[config.mk]
export PLATFORM = sky130hd
export DESIGN_NAME = ssdfb_paint
export DESIGN_NICKNAME = d
export VERILOG_FILES = /design/src/rtl/ssdfb_pkg.sv /design/src/rtl/ssdfb_paint.sv
export SDC_FILE = /design/constraint.sdc
export NUM_CORES = 1
export LEC_CHECK = 0
export ABC_CLOCK_PERIOD_IN_PS = 6900
export BUFFER_PORTS_ARGS = -buffer_cell sky130_fd_sc_hd__buf_4
export CORE_MARGIN = 5
export CORE_UTILIZATION = 44
export DETAILED_ROUTE_END_ITERATION = 12
export PLACE_DENSITY = 0.72
export SLEW_MARGIN = 20
export SYNTH_ARGS = -nofsm -noshare
export SYNTH_HDL_FRONTEND = slang
export SYNTH_SLANG_ARGS = --single-unit
[constraint.sdc]
create_clock -name vclk -period 6.9
set_input_delay 0.69 -clock vclk [all_inputs]
set_output_delay 0.69 -clock vclk [all_outputs]
set_load 0.03 [all_outputs]
[src/rtl/ssdfb_pkg.sv]
package ssdfb_pkg;

  localparam int COLUMNS = 128;
  localparam int PAGES = 8;
  localparam int ROWS = PAGES * 8;
  localparam int DEPTH = PAGES * COLUMNS;
  localparam int COL_W = $clog2(COLUMNS);
  localparam int PAGE_W = (PAGES > 1) ? $clog2(PAGES) : 1;
  localparam int ADDR_W = $clog2(DEPTH);
  localparam logic [7:0] MAX_DIGIT = 8'd9;

  typedef enum logic [1:0] {
    MODE_PIXEL = 2'd0,
    MODE_DIGIT = 2'd1,
    MODE_READ  = 2'd2
  } mode_e;

  localparam int SEG_T  = 0;
  localparam int SEG_B  = 1;
  localparam int SEG_C  = 2;
  localparam int SEG_LT = 3;
  localparam int SEG_LB = 4;
  localparam int SEG_RT = 5;
  localparam int SEG_RB = 6;

  localparam logic [6:0] DIGIT_SEGS [10] = '{
    7'h7B, 7'h60, 7'h37, 7'h67, 7'h6C, 7'h4F, 7'h5F, 7'h61, 7'h7F, 7'h6F
  };

  typedef enum logic [2:0] {
    ST_CLEAR,
    ST_IDLE,
    ST_READ,
    ST_WRITE,
    ST_FINISH
  } state_e;

  typedef struct packed {
    logic [1:0] mode;
    logic [7:0] x;
    logic [7:0] y;
    logic [7:0] value;
    logic [7:0] width;
    logic [7:0] height;
    logic [7:0] line_width;
  } in_item_t;

  typedef struct packed {
    logic [7:0] read_data;
    logic       ignored;
  } out_item_t;

  typedef struct packed {
    in_item_t          item;
    logic [COL_W-1:0]  col;
    logic [PAGE_W-1:0] page;
  } paint_req_t;

  typedef struct packed {
    logic [7:0] mask;
    logic [7:0] bits;
  } paint_t;

  function automatic logic [6:0] seg_lookup(logic [7:0] digit);
    logic [6:0] segs;
    segs = '0;
    if (digit <= MAX_DIGIT) begin
      segs = DIGIT_SEGS[digit[3:0]];
    end
    return segs;
  endfunction

endpackage

[src/rtl/ssdfb_paint.sv]
module ssdfb_paint (
  input  ssdfb_pkg::paint_req_t req_i,
  output ssdfb_pkg::paint_t     paint_o
);

  logic [6:0] segs;
  logic [8:0] x9, y9, w9, h9, lw9, half9, lwh9, dx9;
  logic       left, right;
  logic [8:0] row9 [8];
  logic [8:0] dy9 [8];
  logic [7:0] in_box, on;

  assign segs  = ssdfb_pkg::seg_lookup(req_i.item.value);
  assign x9    = {1'b0, req_i.item.x};
  assign y9    = {1'b0, req_i.item.y};
  assign w9    = {1'b0, req_i.item.width};
  assign h9    = {1'b0, req_i.item.height};
  assign lw9   = {1'b0, req_i.item.line_width};
  assign half9 = h9 >> 1;
  assign lwh9  = lw9 >> 1;
  assign dx9   = 9'(req_i.col) - x9;
  assign left  = dx9 < lw9;
  assign right = (dx9 + lw9) >= w9;

  always_comb begin
    logic top, bottom, upper, centre;
    paint_o = '0;
    for (int k = 0; k < 8; k++) begin
      row9[k] = 9'({req_i.page, 3'(k)});
      dy9[k] = row9[k] - y9;
      in_box[k] = (row9[k] >= y9) && (row9[k] < (y9 + h9));
      top = dy9[k] < lw9;
      bottom = (dy9[k] + lw9) >= h9;
      upper = dy9[k] < half9;
      if (lw9 > 9'd1) begin
        centre = ((dy9[k] + lwh9) >= half9) && (dy9[k] < (half9 + lwh9));
      end else begin
        centre = dy9[k] == half9;
      end
      on[k] = (segs[ssdfb_pkg::SEG_T] && top) ||
              (segs[ssdfb_pkg::SEG_B] && bottom) ||
              (segs[ssdfb_pkg::SEG_C] && centre) ||
              (segs[ssdfb_pkg::SEG_LT] && left && upper) ||
              (segs[ssdfb_pkg::SEG_LB] && left && !upper) ||
              (segs[ssdfb_pkg::SEG_RT] && right && upper) ||
              (segs[ssdfb_pkg::SEG_RB] && right && !upper);
    end
    case (req_i.item.mode)
      ssdfb_pkg::MODE_PIXEL: begin
        paint_o.mask = 8'(1) << req_i.item.y[2:0];
        paint_o.bits = (req_i.item.value == 8'd1) ? paint_o.mask : 8'd0;
      end
      ssdfb_pkg::MODE_DIGIT: begin
        paint_o.mask = in_box;
        paint_o.bits = on & in_box;
      end
      default: begin
        paint_o = '0;
      end
    endcase
  end

endmodule

==> results of run 1 <==
metrics by stage:
stage	worst slack, ns	instances	hold WS, ns	utilization [%]
final	0.7877	2178	1.980	49.32
after global routing	0.4502	2178	2.012	49.32
after CTS	0.7768	2178	1.980	49.32
after detailed placement	0.7776	2178	1.977	49.32
after global placement	0.8041	2178	1.975	49.32
after floorplan	1.458	1680	1.658	-
cell families (layout without fill, tap and decap cells):
kind of cell,count (synthesis),in the layout,synth area share [%]
adder cells (fa/ha/maj),459,459,43.71
XOR/XNOR,145,145,9.547
multiplexers,14,14,1.141
AO/OA/AOI/OAI,548,548,26.68
AND/OR/NAND/NOR,369,369,14.42
buffers and inverters,145,253,4.507
tightest hold or removal path, delay by kind of cell:
| kind | cells | cell delay [ns] |
|---|---|---|
| buf+inv | 2 | 0.31 |
| simple gates | 3 | 0.30 |
cell type report:
cell class,count,area [sq um]
fill,2948,15100
timing repair buffer,128,960.9
inverter,125,469.2
tap,390,488.0
multi-input combinational,1535,12780
power groups by stage:
stage	clock [W]	combinational (W)	sequential [W]
finish	0	0.00213	0
global route	0	0.00241	0
CTS	0	0.00211	0
detailed placement	0	0.00209	0
global placement	0	0.00202	0
floorplan	0	0.00154	0
routing by layer:
| layer | wire (um) | global-route usage (%) | up-vias |
|---|---|---|---|
| li1 | - | - | 6456 |
| met1 | 20670 | 35.10 | 6302 |
| met2 | 20950 | 44.61 | 501 |
| met3 | 3291 | 2.349 | 136 |
| met4 | 2493 | 11.98 | 0 |
| met5 | 0 | 0 | - |
Yosys cell counts (6+ instances only):
| cell type | number | area share [%] |
|---|---|---|
| nand4_1 | 6 | 0.28 |
| nor3_1 | 38 | 1.4 |
| a211oi_1 | 25 | 1.4 |
| inv_1 | 124 | 3.5 |
| fa_1 | 14 | 2.1 |
| xnor2_1 | 89 | 5.8 |
| o2111ai_1 | 9 | 0.59 |
| a21o_1 | 42 | 2.4 |
| nand3_1 | 25 | 0.94 |
| mux2_2 | 9 | 0.76 |
| o21ai_0 | 121 | 4.5 |
| a31oi_1 | 7 | 0.33 |
| a21oi_1 | 164 | 6.1 |
| nand2b_1 | 41 | 1.9 |
| nor2b_1 | 27 | 1.3 |
| a2111oi_0 | 9 | 0.59 |
| or4_1 | 7 | 0.39 |
| nand2_1 | 56 | 1.6 |
| a211o_1 | 7 | 0.46 |
| nor2_1 | 104 | 2.9 |
| and3_1 | 13 | 0.61 |
| o21bai_1 | 42 | 2.4 |
| or3_1 | 11 | 0.51 |
| xor2_1 | 55 | 3.6 |
| a21boi_0 | 10 | 0.56 |
| nor4_1 | 14 | 0.65 |
| o211ai_1 | 13 | 0.73 |
| ha_1 | 445 | 42 |
| o21a_1 | 27 | 1.5 |
| o31ai_1 | 10 | 0.56 |
path summary, 6_finish.rpt:
| check | start | endpoint | depth (start not counted) |
|---|---|---|---|
| setup / recovery | req_i[3] | paint_o[7] | 22 |
| hold / removal | req_i[59] | paint_o[8] | 5 |
==> flow_metrics.env, run 1 <==
export IMPL_crit_buf_inv=5
export IMPL_clock_fmax_mhz=163.6
export IMPL_layout_common_cells="ha_1 (445), a21oi_1 (164), buf_4 (128)"
export IMPL_internal_power_w=0.0009194
export IMPL_dr_first_iter_drc_count=1051
export IMPL_die_h_um=184.4
export IMPL_status="finished, final reports clean"
export IMPL_grt_usage_pct=26.75
export IMPL_cp_max_fo=7
export IMPL_grt_overflow=0
export IMPL_regArea_sq_um=0
export IMPL_yosysSeqAreaShare_pct=0
export IMPL_num_clock_buffers=0
export IMPL_cts_setup_buffers=0
export IMPL_io_buffer_count=76
export IMPL_grt_pass1_wl_um=72310
export IMPL_gp_congestion=1.026
export IMPL_path_cells="buf_4 -> inv_1 -> ha_1 -> inv_1 -> fa_1 -> inv_1 -> fa_1 -> or2_1 -> a221oi_2 -> nor2_1 -> nor2_1 -> nor2_1 -> xnor2_1 -> ha_1 -> a21o_1 -> a221o_1 -> a211oi_1 -> o221ai_2 -> mux2_2 -> nor4_1 -> o211ai_1 -> buf_4"
export IMPL_critical_path_max_stage_delay_ns=0.55
export IMPL_syn2layout_area_growth_pct=9.828
export IMPL_switching_power_w=0.001212
export IMPL_drc=0
export IMPL_final_layout_size_suffix_gt1_share_pct=9.452
export IMPL_ys_types=92
export IMPL_worst_ep_arrival_time_ns=5.42
export IMPL_drt_wl_total_um=47400
export IMPL_cap_violations=0
export IMPL_rsz0062_at_grt="false"
export IMPL_relSlewSlack_pct=32.02
export IMPL_clkPwrFrac_pct=0
export IMPL_antenna_found_initial=0
export IMPL_setup_violations=0
export IMPL_io_pins=76
export IMPL_rows=63
export IMPL_die_w_um=184.4
export IMPL_grt_start_max_net_pins=25
export IMPL_crit_family="compound AO/OA/AOI/OAI gates"
export IMPL_crit_type="primary input to output pin"
export IMPL_slew_viol_final=0
export IMPL_end_kind="output pin"
export IMPL_slowest_stage="fa_1"
export IMPL_detail_route_first_pass_iterations=5
export IMPL_fp_dieArea_sq_um=34000
export IMPL_diodes=0
export IMPL_final_area_sq_um=14700
export IMPL_cts_hold_buf=0
export IMPL_switching_share_pct=56.86
export IMPL_p_total_w=0.002131
export IMPL_initial_core_util_pct=44.91
export IMPL_core_sq_um=29800
export IMPL_setup_tns_ns=0
export IMPL_ant_nets=0
export IMPL_tightestPinTransition_ns=1.018
export IMPL_p_leak_nw=7.150
export IMPL_p_per_area_nw_per_um2=145.0
export IMPL_required_ns=6.21
export IMPL_netlist_area_sq_um=13380
export IMPL_routedWlPerCell_um=21.76
export IMPL_synth_yosys_warnings=0
export IMPL_grt_pass1_vias=13220
export IMPL_post_cts_resized=0
export IMPL_seq_cells=0
export IMPL_placedInstanceArea_sq_um=14700
export IMPL_period_share_pct=88.58
export IMPL_vias=13400
export IMPL_start_kind="primary input"
export IMPL_seqPwrFrac_pct=0
export IMPL_layout_min_cycle_time_ns=6.112
export IMPL_combPwrFrac_pct=100.0
export IMPL_min_path_type="primary input to output pin"
export IMPL_netlist_instances=1680
export IMPL_syn_avg_cell_area_sq_um=7.964
export IMPL_vias_per_cell=6.150
export IMPL_synth_nets=2199
export IMPL_final_common_cell="ha_1"
export IMPL_layout_nets=2309
export IMPL_detailed_place_hpwl_um=36700
export IMPL_ir_drop_uv=70.28
export IMPL_hold_viol_final=0
Power figures use the tool's default switching activity.
==> run 2: changes to the inputs <==
- ABC_CLOCK_PERIOD_IN_PS: 6900 -> 5600
- PLACE_DENSITY: 0.72 -> 0.74
- SKIP_LAST_GASP: unset -> 1
- clock period: 6.9 -> 5.6 ns (I/O delays scaled with it)
==> run 2 against run 1 <==
Cell count rose by 2.4%. Clock-buffer cell count did not move. Design area rose by 3.4%. Critical path depth rose by 1. Non-clock buffer count rose by 52. Routed wire length rose by 6.0%. Utilization rose by 1.7 points. Worst setup slack got worse by 0.71 ns. First-iteration DRC count rose by 21%. Highest routed layer unchanged.
==> flow_metrics.env, run 2 (synthesis gave the netlist of run 1 again) <==
export IMPL_holdWs_ns=1.678
export IMPL_start_kind="primary input"
export IMPL_detail_route_first_pass_iterations=6
export IMPL_detailed_place_hpwl_um=40330
export IMPL_fp_dieArea_sq_um=34000
export IMPL_relSlewSlack_pct=33.04
export IMPL_vias_per_cell=6.230
export IMPL_drt_wl_total_um=50240
export IMPL_final_common_cell="ha_1"
export IMPL_slew_viol_final=0
export IMPL_die_h_um=184.4
export IMPL_fill_cells=2916
export IMPL_dr_first_iter_drc_count=1271
export IMPL_initial_core_util_pct=44.91
export IMPL_final_area_sq_um=15190
export IMPL_rows=63
export IMPL_layout_min_cycle_time_ns=5.518
export IMPL_status="finished, final reports clean"
export IMPL_hold_viol_final=0
export IMPL_use_met3_pct=3.138
export IMPL_rsz0062_at_grt="true"
export IMPL_regArea_sq_um=0
export IMPL_tightestPinTransition_ns=0.9995
export IMPL_multi_input_area_sq_um=12850
export IMPL_drc=0
export IMPL_crit_type="primary input to output pin"
export IMPL_worst_ep_arrival_time_ns=4.96
export IMPL_use_met2_pct=45.69
export IMPL_seq_cells=0
export IMPL_layout_common_cells="ha_1 (443), buf_4 (174), a21oi_1 (162)"
export IMPL_layout_nets=2361
export IMPL_gp_congestion=1.073
export IMPL_end_kind="output pin"
export IMPL_cp_startpoint="req_i[50]"
export IMPL_setup_tns_ns=0
export IMPL_antenna_found_initial=0
export IMPL_clock_fmax_mhz=181.2
export IMPL_fin_cells=2231
export IMPL_cp_max_fo=6
export IMPL_grt_pass1_wl_um=76420
export IMPL_io_buffer_count=76
export IMPL_io_pins=76
export IMPL_cts_hold_buf=0
export IMPL_required_ns=5.04
export IMPL_cap_violations=0
export IMPL_num_clock_buffers=0
export IMPL_routedWlPerCell_um=22.52
export IMPL_min_path_type="primary input to output pin"
export IMPL_period_share_pct=98.53
export IMPL_dp_cells=2227
export IMPL_vias=13900
export IMPL_busiest_layer="met2"
export IMPL_placedInstanceArea_sq_um=15070
export IMPL_syn2layout_area_growth_pct=13.53
export IMPL_grt_start_max_net_pins=25
export IMPL_final_layout_size_suffix_gt1_share_pct=12.83
export IMPL_setup_violations=0
export IMPL_die_w_um=184.4
export IMPL_ant_nets=0
export IMPL_worstHoldStart="req_i[59]"
export IMPL_met1_usage_pct=37.34
export IMPL_core_sq_um=29800
export IMPL_grt_usage_pct=28.48
export IMPL_grt_overflow=0
export IMPL_grt_pass1_vias=13840
[run 2: worst paths after layout]
path	end	slack, ns	cells past startpoint
setup / recovery	paint_o[4]	0.08	23
hold / removal	paint_o[8]	1.68	5
[run 2: metrics by stage]
step	util, %	worst slack [ns]
3_3_place_gp	50.58	-0.008444
4_1_cts	50.65	0.005502
3_5_place_dp	50.58	-0.1221
5_1_grt	50.97	-0.07322
6_report	50.98	0.08209
2_1_floorplan	-	0.4180
[run 2: per-layer routing]
metal	vias to the layer above	wire length, um
met2	638	21620
met1	6519	21050
met5	-	0
met3	193	4259
met4	0	3311
li1	6549	-
[run 2: timing repair]
action,CTS,global route
endpoints found under the setup margin,5,6
pin swaps,3,11
gates resized for setup,4,22
hold endpoints to repair,0,0
buffers inserted,0,3
[run 2: area by class of cell]
| class | instances | share of cell area [%] |
|---|---|---|
| inverter | 125 | 3.130 |
| tap | 390 | 3.212 |
| antenna | 1 | 0.01647 |
| multi-input combinational | 1535 | 84.60 |
| timing repair buffer | 180 | 9.044 |
[run 2: worst max-delay path, cell delays in order]
cell and delay [ns]:
buf_4 0.12, ha_4 0.15, inv_2 0.06, fa_2 0.44, buf_4 0.16, ha_1 0.26, nand2b_4 0.15, a21oi_4 0.13
o21bai_1 0.08, a21oi_1 0.15, nor2_1 0.08, o21bai_1 0.19, a21oi_2 0.09, xor2_1 0.15, ha_1 0.29, and3_1 0.18
a221o_1 0.37, a211oi_2 0.19, o221ai_2 0.18, buf_6 0.19, mux2_4 0.27, o41a_1 0.36, buf_6 0.16
